## src/rtl/dtgf_pkg.sv

```systemverilog
package dtgf_pkg;

   localparam int MulWidth = 16;
   localparam int MulCntWidth = 4;

   localparam int PhaseWidth = 16;
   localparam int FrameWidth = 15;
   localparam int SampleWidth = 15;
   localparam int FadeWidth = 10;
   localparam int CsrAddrWidth = 3;
   localparam int CsrDataWidth = 32;

   // register index codes, taken from address bit 2
   localparam logic RegPhaseIncrement = 1'b0;
   localparam logic RegToneFrames = 1'b1;

   localparam logic [15:0] QuarterWave = 16'd16384;
   localparam logic [16:0] HalfWave = 17'd32768;
   localparam logic [16:0] FullWave = 17'h10000;
   localparam logic [15:0] FadeLen = 16'd512;
   localparam logic [FadeWidth-1:0] FadeUnity = 10'd512;

   typedef struct packed {
      logic [PhaseWidth-1:0] phase_increment;
      logic [FrameWidth-1:0] tone_frames;
   } cfg_type;

   typedef struct packed {
      logic busy;
      logic done;
   } mul_status_type;

endpackage

```

## src/rtl/dtgf_sermul.sv

```systemverilog
module dtgf_sermul (
   input  logic                                clock,
   input  logic                                reset,
   input  logic                                start,
   input  logic [dtgf_pkg::MulWidth-1:0]       mcand,
   input  logic [dtgf_pkg::MulWidth-1:0]       mplier,
   output dtgf_pkg::mul_status_type            status,
   output logic [2*dtgf_pkg::MulWidth-1:0]     product
);
   import dtgf_pkg::*;

   localparam logic [MulCntWidth-1:0] CntLast = MulCntWidth'(MulWidth - 1);

   logic [2*MulWidth-1:0] acc_ff, acc_in;
   logic [MulWidth-1:0] mcand_ff, mcand_in;
   logic [MulCntWidth-1:0] cnt_ff, cnt_in;
   logic busy_ff, busy_in;
   logic done_ff, done_in;
   logic [MulWidth:0] sum;

   // one multiplier bit per cycle, lsb first, product shifts right
   assign sum = {1'b0, acc_ff[2*MulWidth-1:MulWidth]}
              + (acc_ff[0] ? {1'b0, mcand_ff} : {(MulWidth+1){1'b0}});

   always_comb begin
      acc_in = acc_ff;
      mcand_in = mcand_ff;
      cnt_in = cnt_ff;
      busy_in = busy_ff;
      done_in = 1'b0;
      if (start) begin
         acc_in = {{MulWidth{1'b0}}, mplier};
         mcand_in = mcand;
         cnt_in = '0;
         busy_in = 1'b1;
      end else if (busy_ff) begin
         acc_in = {sum, acc_ff[MulWidth-1:1]};
         cnt_in = cnt_ff + 1'b1;
         if (cnt_ff == CntLast) begin
            busy_in = 1'b0;
            done_in = 1'b1;
         end
      end
   end

   always_ff @(posedge clock) begin
      acc_ff <= acc_in;
      mcand_ff <= mcand_in;
      if (reset) begin
         cnt_ff <= '0;
         busy_ff <= 1'b0;
         done_ff <= 1'b0;
      end else begin
         cnt_ff <= cnt_in;
         busy_ff <= busy_in;
         done_ff <= done_in;
      end
   end

   assign status.busy = busy_ff;
   assign status.done = done_ff;
   assign product = acc_ff;

endmodule

```

## src/rtl/dtgf_csr.sv

```systemverilog
module dtgf_csr (
   input  logic                                 clock,
   input  logic                                 reset,
   input  logic                                 csr_psel,
   input  logic                                 csr_penable,
   input  logic                                 csr_pwrite,
   input  logic [dtgf_pkg::CsrAddrWidth-1:0]    csr_paddr,
   input  logic [dtgf_pkg::CsrDataWidth-1:0]    csr_pwdata,
   output logic [dtgf_pkg::CsrDataWidth-1:0]    csr_prdata,
   output logic                                 csr_pready,
   output dtgf_pkg::cfg_type                    cfg
);
   import dtgf_pkg::*;

   logic [PhaseWidth-1:0] phase_increment_ff, phase_increment_in;
   logic [FrameWidth-1:0] tone_frames_ff, tone_frames_in;
   logic wr_en;
   logic reg_sel;

   assign csr_pready = 1'b1;
   assign wr_en = csr_psel && csr_penable && csr_pwrite;
   assign reg_sel = csr_paddr[2];

   always_comb begin
      phase_increment_in = phase_increment_ff;
      tone_frames_in = tone_frames_ff;
      if (wr_en) begin
         case (reg_sel)
            RegPhaseIncrement: phase_increment_in = csr_pwdata[PhaseWidth-1:0];
            RegToneFrames: tone_frames_in = csr_pwdata[FrameWidth-1:0];
            default: ;
         endcase
      end
   end

   always_comb begin
      case (reg_sel)
         RegPhaseIncrement:
            csr_prdata = {{(CsrDataWidth-PhaseWidth){1'b0}}, phase_increment_ff};
         RegToneFrames:
            csr_prdata = {{(CsrDataWidth-FrameWidth){1'b0}}, tone_frames_ff};
         default: csr_prdata = '0;
      endcase
   end

   always_ff @(posedge clock) begin
      if (reset) begin
         phase_increment_ff <= 16'd600;
         tone_frames_ff <= 15'd12000;
      end else begin
         phase_increment_ff <= phase_increment_in;
         tone_frames_ff <= tone_frames_in;
      end
   end

   assign cfg.phase_increment = phase_increment_ff;
   assign cfg.tone_frames = tone_frames_ff;

endmodule

```

## src/rtl/dds_tone_generator_with_fade_core.sv

```systemverilog
// Phase-accumulator tone generator with a parabolic sine shape and a linear
// fade of 512 frames at both ends of the tone.
// Input channel (req_): one item per audio tick. req_restart = 1 starts the
// tone over from phase zero; a plain tick yields the next frame while the
// tone plays and nothing when it is idle or past its end.
// Result channel (rsp_): one signed sample for both stereo channels and a
// flag on the final frame of the tone.
// Configuration (csr_): phase increment at address 0, tone length at 4; they are
// to be written only while the block is idle, which the block itself does not enforce.
// Timing: a frame tick passes through StWave, StFade and StOut before rsp_valid
// rises, and the next tick can be taken while rsp_valid is high. The work uses
// one shared shift-add multiplier that retires one multiplier bit per cycle
// and runs twice per frame (wave, then fade).
// A tick with no result is finished in the cycle it is accepted. One item
// is in flight at a time; the next is taken while a result still waits.
// When the receiver stalls, the finished result holds on rsp_ and the block
// waits before writing a new one.
// Reset: tone idle, phase and frame count zero, increment 600, length 12000.
module dds_tone_generator_with_fade_core #(
   parameter int MAX_FRAMES = 16384
) (
   input  logic                                        clock,
   input  logic                                        reset,
   input  logic                                        req_valid,
   output logic                                        req_stall,
   input  logic                                        req_restart,
   output logic                                        rsp_valid,
   input  logic                                        rsp_stall,
   output logic signed [dtgf_pkg::SampleWidth-1:0]     rsp_sample,
   output logic                                        rsp_last_frame,
   input  logic                                        csr_psel,
   input  logic                                        csr_penable,
   input  logic                                        csr_pwrite,
   input  logic [dtgf_pkg::CsrAddrWidth-1:0]           csr_paddr,
   input  logic [dtgf_pkg::CsrDataWidth-1:0]           csr_pwdata,
   output logic [dtgf_pkg::CsrDataWidth-1:0]           csr_prdata,
   output logic                                        csr_pready
);
   import dtgf_pkg::*;

   localparam logic [15:0] MaxLen = 16'(MAX_FRAMES);

   localparam logic [1:0] StIdle = 2'd0;
   localparam logic [1:0] StWave = 2'd1;
   localparam logic [1:0] StFade = 2'd2;
   localparam logic [1:0] StOut  = 2'd3;

   cfg_type cfg;
   mul_status_type mul_status;
   logic mul_start;
   logic [MulWidth-1:0] mul_mcand, mul_mplier;
   logic [2*MulWidth-1:0] mul_product;

   logic [1:0] state_ff, state_in;
   logic [PhaseWidth-1:0] phase_ff, phase_in;
   logic [FrameWidth-1:0] frame_ff, frame_in;
   logic playing_ff, playing_in;
   logic wneg_ff, wneg_in;
   logic vneg_ff, vneg_in;
   logic [FadeWidth-1:0] fade_ff, fade_in;
   logic last_ff, last_in;
   logic [SampleWidth-1:0] res_ff, res_in;
   logic rsp_valid_ff, rsp_valid_in;
   logic [SampleWidth-1:0] rsp_sample_ff, rsp_sample_in;
   logic rsp_last_ff, rsp_last_in;

   logic accept;
   logic [15:0] len;
   logic [PhaseWidth-1:0] phase_eff;
   logic [FrameWidth-1:0] frame_eff;
   logic [15:0] frame16;
   logic play_eff;
   logic produce;
   logic [FadeWidth-1:0] fade_val;
   logic last_val;
   logic [15:0] hval;
   logic hneg;
   logic [14:0] dmag;
   logic [15:0] abs_n;
   logic [15:0] wave_b;
   logic [14:0] vmag;
   logic [13:0] out_mag;
   logic out_load;

   dtgf_csr u_csr (
      .clock       (clock),
      .reset       (reset),
      .csr_psel    (csr_psel),
      .csr_penable (csr_penable),
      .csr_pwrite  (csr_pwrite),
      .csr_paddr   (csr_paddr),
      .csr_pwdata  (csr_pwdata),
      .csr_prdata  (csr_prdata),
      .csr_pready  (csr_pready),
      .cfg         (cfg)
   );

   dtgf_sermul u_mul (
      .clock   (clock),
      .reset   (reset),
      .start   (mul_start),
      .mcand   (mul_mcand),
      .mplier  (mul_mplier),
      .status  (mul_status),
      .product (mul_product)
   );

   assign req_stall = (state_ff != StIdle);
   assign accept = req_valid && !req_stall;

   // tick decode
   assign len = ({1'b0, cfg.tone_frames} > MaxLen) ? MaxLen : {1'b0, cfg.tone_frames};
   assign phase_eff = req_restart ? '0 : phase_ff;
   assign frame_eff = req_restart ? '0 : frame_ff;
   assign frame16 = {1'b0, frame_eff};
   assign play_eff = req_restart || playing_ff;
   assign produce = play_eff && (frame16 < len);
   assign last_val = (frame16 + 16'd1) >= len;

   always_comb begin
      if (frame16 < FadeLen) begin
         fade_val = {1'b0, frame_eff[8:0]};
      end else if ((len >= FadeLen) && (frame16 > (len - FadeLen))) begin
         fade_val = FadeWidth'(len - frame16);
      end else begin
         fade_val = FadeUnity;
      end
   end

   // parabola operands: |n| and 32768 - |n|, sign kept apart
   assign hval = phase_eff[15] ? 16'(FullWave - {1'b0, phase_eff}) : phase_eff;
   assign hneg = hval < QuarterWave;
   assign dmag = hneg ? 15'(QuarterWave - hval) : 15'(hval - QuarterWave);
   assign abs_n = {dmag, 1'b0};
   assign wave_b = 16'(HalfWave - {1'b0, abs_n});

   // floor of a negative product over 16384 rounds the magnitude up
   assign vmag = mul_product[28:14] + {14'b0, wneg_ff & (|mul_product[13:0])};
   // total scale of fade/512 then /2 is one truncation over 1024
   assign out_mag = mul_product[23:10];

   assign out_load = (state_ff == StOut) && (!rsp_valid_ff || !rsp_stall);

   always_comb begin
      state_in = state_ff;
      phase_in = phase_ff;
      frame_in = frame_ff;
      playing_in = playing_ff;
      wneg_in = wneg_ff;
      vneg_in = vneg_ff;
      fade_in = fade_ff;
      last_in = last_ff;
      res_in = res_ff;
      mul_start = 1'b0;
      mul_mcand = abs_n;
      mul_mplier = wave_b;
      case (state_ff)
         StIdle: begin
            if (accept && play_eff) begin
               if (produce) begin
                  phase_in = phase_eff + cfg.phase_increment;
                  frame_in = frame_eff + 1'b1;
                  playing_in = !last_val;
                  wneg_in = hneg;
                  fade_in = fade_val;
                  last_in = last_val;
                  mul_start = 1'b1;
                  state_in = StWave;
               end else begin
                  phase_in = phase_eff;
                  frame_in = frame_eff;
                  playing_in = 1'b0;
               end
            end
         end
         StWave: begin
            mul_mcand = {1'b0, vmag};
            mul_mplier = {{(MulWidth-FadeWidth){1'b0}}, fade_ff};
            if (mul_status.done) begin
               vneg_in = wneg_ff && (vmag != '0);
               mul_start = 1'b1;
               state_in = StFade;
            end
         end
         StFade: begin
            if (mul_status.done) begin
               res_in = vneg_ff ? SampleWidth'(-{1'b0, out_mag}) : {1'b0, out_mag};
               state_in = StOut;
            end
         end
         StOut: begin
            if (out_load) begin
               state_in = StIdle;
            end
         end
         default: state_in = StIdle;
      endcase
   end

   always_comb begin
      rsp_sample_in = rsp_sample_ff;
      rsp_last_in = rsp_last_ff;
      rsp_valid_in = rsp_valid_ff && rsp_stall;
      if (out_load) begin
         rsp_valid_in = 1'b1;
         rsp_sample_in = res_ff;
         rsp_last_in = last_ff;
      end
   end

   always_ff @(posedge clock) begin
      wneg_ff <= wneg_in;
      vneg_ff <= vneg_in;
      fade_ff <= fade_in;
      last_ff <= last_in;
      res_ff <= res_in;
      rsp_sample_ff <= rsp_sample_in;
      rsp_last_ff <= rsp_last_in;
      if (reset) begin
         state_ff <= StIdle;
         phase_ff <= '0;
         frame_ff <= '0;
         playing_ff <= 1'b0;
         rsp_valid_ff <= 1'b0;
      end else begin
         state_ff <= state_in;
         phase_ff <= phase_in;
         frame_ff <= frame_in;
         playing_ff <= playing_in;
         rsp_valid_ff <= rsp_valid_in;
      end
   end

   assign rsp_valid = rsp_valid_ff;
   assign rsp_sample = rsp_sample_ff;
   assign rsp_last_frame = rsp_last_ff;

endmodule
```

## config.mk

```make
export PLATFORM = sky130hd
export DESIGN_NAME = dds_tone_generator_with_fade_core
export DESIGN_NICKNAME = d
export VERILOG_FILES = /design/src/rtl/dtgf_pkg.sv /design/src/rtl/dtgf_sermul.sv /design/src/rtl/dtgf_csr.sv /design/src/rtl/dds_tone_generator_with_fade_core.sv
export SDC_FILE = /design/constraint.sdc
export NUM_CORES = 1
export LEC_CHECK = 0
export ABC_AREA = 1
export BUFFER_PORTS_ARGS = -buffer_cell sky130_fd_sc_hd__buf_4
export CORE_ASPECT_RATIO = 0.75
export CORE_MARGIN = 2
export CORE_UTILIZATION = 52
export DETAILED_ROUTE_END_ITERATION = 8
export PLACE_DENSITY_LB_ADDON = 0.15
export SYNTH_ARGS = -nofsm -noshare
export SYNTH_HDL_FRONTEND = slang
export SYNTH_HIERARCHICAL = 1
export SYNTH_SLANG_ARGS = --single-unit
```

## constraint.sdc

```tcl
create_clock -name clock -period 13.7 [get_ports clock]
set_input_delay 2.74 -clock clock [delete_from_list [all_inputs] [get_ports clock]]
set_output_delay 2.74 -clock clock [all_outputs]
set_load 0.01 [all_outputs]
```

---- After elaboration in Yosys (flattened, before gate mapping) ----
Index checks and enable logic that the tools add are counted.
cells by class
  add/subtract/negate cells ............... 13
  $lt $le $gt $ge ......................... 7
  equality and inequality tests ........... 9
  mux-type cells .......................... 32
  bitwise gates (word level) .............. 3
  reduce and logical (&&, ||, !) cells .... 29
operator list
  cell                                                                 count
  two-way mux 16 bit                                                   7
  two-way mux 15 bit                                                   5
  one-hot mux 32 bit (2 select lines)                                  1
  adder 16 x 16 -> 17 bit                                              1
  adder 15 x 1 -> 16 bit, second input constant                        1
  adder 16 bit                                                         1
  greater-or-equal comparator 16 x 15 -> 1 bit                         1
  greater-than comparator 15 x 16 -> 1 bit                             1
  less-than comparator 16 x 15 -> 1 bit, second input constant         1
  subtractor 1 x 16 -> 16 bit, first input constant                    1
  subtractor 15 x 10 -> 16 bit, second input constant                  1
  subtractor 16 bit, first input constant                              1
  adder 15 x 1 -> 15 bit                                               1
  adder 15 x 1 -> 15 bit, second input constant                        1
  greater-or-equal comparator 15 x 10 -> 1 bit, second input constant  1
  greater-than comparator 15 bit, second input constant                1
  less-than comparator 15 x 10 -> 1 bit, second input constant         1
  less-than comparator 15 bit                                          1
  negation 14 -> 15 bit                                                1
  nonzero test 15 bit                                                  1
  subtractor 15 bit, first input constant                              1
  subtractor 15 bit, second input constant                             1
  two-way mux 14 bit                                                   1
  OR reduction 14 bit                                                  1
  other kinds (25)                                                     59
word-level totals
  flip-flop bits (word level) ............. 164
  bits of input ports ..................... 43
  output and inout port bits .............. 51

---- Depth between registers and ports, before layout ----
  word-level depth ........................ 8
  depth in mapped cells ................... 26

---- Hierarchy ----
Netlist, hierarchy kept.
modules (own cells, without submodules)
  module                             instances  cells an instance  area an instance (um^2)  seq. area each (um^2)
  dds_tone_generator_with_fade_core  1          1144               7702.4                   2021.9
  dtgf_sermul                        1          423                3110.5                   1401.3
  dtgf_csr                           1          247                1644.1                   620.6

---- Worst setup path before layout ----
Ideal clock, no wire load.
  path type ............................... input port to flip-flop
  start point ............................. input port req_restart
  end point ............................... register u_mul.acc_ff[0] (netlist: u_mul/product[0]) (enable)
  library setup time ...................... 0.367 ns
  arrival time ............................ 6.692 ns
  required time ........................... 13.333 ns
  slack ................................... 6.640 ns
  stages .................................. 16
  buffers on the path ..................... 5
  path through ............................ buf_6 > clkbuf_1 > nor2_1 > ha_1 > a21oi_1 > o21ai_0 > nand2_1 > o211ai_1 > a31oi_1 > nand2_1 > buf_1 > clkbuf_1 > o21ai_0 > buf_2 > nor2_1 > inv_1
on the way
  word-level cells in the longest chain between the ends .. 7
RTL lines
  element                               line                                      RTL
  start, declared                       dds_tone_generator_with_fade_core.sv:26   input logic req_restart,
  two-way mux 15 bit                    dds_tone_generator_with_fade_core.sv:114  assign frame_eff = req_restart ? '0 : frame_ff;
  less-than comparator 15 bit           dds_tone_generator_with_fade_core.sv:117  assign produce = play_eff && (frame16 < len);
  logical AND 1 bit                     dds_tone_generator_with_fade_core.sv:117
  two-way mux 1 bit                     dds_tone_generator_with_fade_core.sv:160  if (produce) begin
  two-way mux 1 bit *                   dds_tone_generator_with_fade_core.sv:159  if (accept && play_eff) begin
  one-hot mux 1 bit (2 select lines) *  dds_tone_generator_with_fade_core.sv:157  case (state_ff)
  via mul_start                         dds_tone_generator_with_fade_core.sv:50   logic mul_start;
  nonzero test 2 bit (no line) *        --
  end signal, assigned                  dtgf_sermul.sv:47                         acc_ff <= acc_in;
  end, declared                         dtgf_sermul.sv:14                         logic [2*MulWidth-1:0] acc_ff, acc_in;
Mark *: on every way through the listed nets, which the timed path passes. The rest lies on a longest branch.
A chain may end at the register's enable or synchronous reset.

---- Worst setup path in the final report ----
  start point ............................. input port csr_paddr[2] (netlist name)
  end point ............................... output port csr_prdata[6] (netlist name)
on the way
  word-level cells in the longest chain between the ends .. 2
RTL lines
  element                                line                                     RTL
  start, declared                        dds_tone_generator_with_fade_core.sv:34  input logic [dtgf_pkg::CsrAddrWidth-1:0] csr_paddr,
  inverter 1 bit                         dtgf_csr.sv:37                           case (reg_sel)
  one-hot mux 32 bit (2 select lines) *  dtgf_csr.sv:37
  end, declared                          dds_tone_generator_with_fade_core.sv:36  output logic [dtgf_pkg::CsrDataWidth-1:0] csr_prdata,
Every way passes the cells marked *; elsewhere a longest branch is shown, timed or not. The select of a mux whose other input is x is not followed.

==> out/qor.csv <==
metric,value,unit
switching share of total power,41.77,%
synthesized area,0.01245,sq mm
Post-route DRC,0,
vias in the first global route,10240,
arrival time of the worst setup path,3.60,ns
CTS-repair resized insts,0,
crit-path max cell delay,0.31,ns
Seq pwr share,35.9,%
final setup margin,7.362,ns
Fin. Hold Viols,0,
status,completed,
RSZ-0062 raised after global routing,false,
DRT Pass-1 Iters,6,
Die Wd,182.7,um
Filler cells,2283,
core region area,0.02373,sq mm
Syn. warnings,6,
Worst setup EP type,primary output,
Final period util,46.26,%
Max Fanout on Critical Path,29,
# hold bufs at CTS,0,
register area,0.004044,sq mm
via count,11490,
Avg Vias per Cell,5.323,
Slew Limit Fails,0,
net load switching power,771.2,uW
total congestion overflow,0,
LEAKAGE,0.006817,uW
Final min period,6.338,ns
max cap viols,0,
DIE HEIGHT,138,um
CTS buffer count,17,
fin nets,1974,
Placed Cells,2127,
Finished Layout Cells,2159,
drt initial violations,1143,
antenna violations before repair,0,
P&R area growth vs syn,8.563,%
final setup vio count,0,
first-pass GRT wire length,51910,um
"Setup Fix Bufs, Post-CTS",0,
share of cells above drive strength 1,9.552,%
setup TNS,0,ns
transition time of the tightest slew-check pin,1.058,ns
CTS tree,yes,
placement-stage cell area,0.01297,sq mm
Critical Path Source Type,input pin,
Routed WL,31940,um
Crit-path slowest cell,inv_4,
pre-CTS setup slack,7.044,ns
cell chain of the critical path,"buf_4, inv_4, nand2_1, nand2_1, buf_4",
Mean Syn Cell Area,6.867,sq um
Die ar.,0.02521,sq mm
total power,1846,uW
Crit path required time,10.96,ns
Detail Placement HPWL,24340,um
most frequent cells in the layout,"nand2_1, inv_1, nor2_1",
synthesized instance count,1813,
logic gate share of total power,39.3,%
GRT Util Overall,25.58,%
wire per inst,14.79,um
Worst Setup Path Type,in -> out,
largest net degree at the start of global routing,56,
Cell Int Power,1075,uW
post-route design area,0.01352,sq mm
CTS sink cnt,164,
ANT nets after route,0,
Max clock buf depth,2,
Max IR drop VDD,95.05,uV
"Reg clk slew, reported paths",0.07,ns
clk_lat worst skew,0.44,ns
ant diodes,0,
gp weighted congestion,0.9345,
pwr/cell area,136.6,mW/mm^2
IO Port Bufs,58,
I/O Pins,94,
CTS root buffer,clkbuf_16,
Hold Path Class,reg -> reg,
Rel. slew slack,29.40,%
Highest Clock Rate,157.8,MHz
"commonest non-fill, non-tap cell in the layout",nand2_1,
initial core utilization,52.47,%
Final Skew,0.01345,ns
Core Rows,49,
H-tree level count,4,
clock group share of total power,24.8,%
area of the multi-input gates,0.007129,sq mm
power groups by stage:
stage | clock network (uW) | registers (uW) | logic (uW)
finish | 458 | 662 | 726
global route | 486 | 670 | 825
CTS | 466 | 661 | 719
detailed placement | 0 | 671 | 713
global placement | 0 | 671 | 700
floorplan | 0 | 647 | 560
path summary, 6_finish.rpt:
path,start,to,slack [ns],cells after the start
setup reg to reg,u_csr/tone_frames_ff[8],u_mul/product[5],9.25,15
hold / removal,res_ff[10],rsp_sample[10],0.42,0
setup / recovery,csr_paddr[2],csr_prdata[6],7.36,5
hold reg to reg,res_ff[10],rsp_sample[10],0.42,0
cell type report:
class                      count  area share, %
clock buffer                  17          3.148
timing repair buffer          64          3.555
inverter                     248          6.906
clock inverter                15         0.8887
tap                          306          2.833
sequential                   164          29.92
multi-input combinational   1345          52.75
worst max-delay path, delay by kind of cell:
| kind | cells | cell delay (ns) |
|---|---|---|
| and+or+nand+nor | 2 | 0.18 |
| buffers and inverters | 3 | 0.65 |
metrics by stage:
| stage | hold WS, ns | utilization [%] |
|---|---|---|
| after floorplan | 0.4003 | - |
| after global placement | 0.4074 | 54.66 |
| after detailed placement | 0.4052 | 54.66 |
| after CTS | 0.4214 | 56.96 |
| after global routing | 0.4241 | 56.96 |
| final | 0.4213 | 56.96 |
layer usage:
layer / part of all wire, % / global-route usage (%) / wire (um) / vias to the layer above
met3: 6.9 / 4.399 / 2200 / 30
met5: 0 / 0 / 0 / -
met1: 52 / 40.79 / 16720 / 5265
met2: 40 / 35.56 / 12650 / 334
met4: 1.2 / 5.688 / 374 / 0
li1: - / - / - / 5863
sequential cells by signal (all words and copies together), names as in the netlist, 2 cells and up:
| signal | count |
|---|---|
| fade_ff | 10 |
| frame_ff | 15 |
| phase_ff | 16 |
| res_ff | 15 |
| rsp_sample | 15 |
| state_ff | 2 |
| u_csr/phase_increment_ff | 16 |
| u_csr/tone_frames_ff | 15 |
| u_mul/cnt_ff | 4 |
| u_mul/mcand_ff | 16 |
| u_mul/product | 32 |
Power figures use the tool's default switching activity.
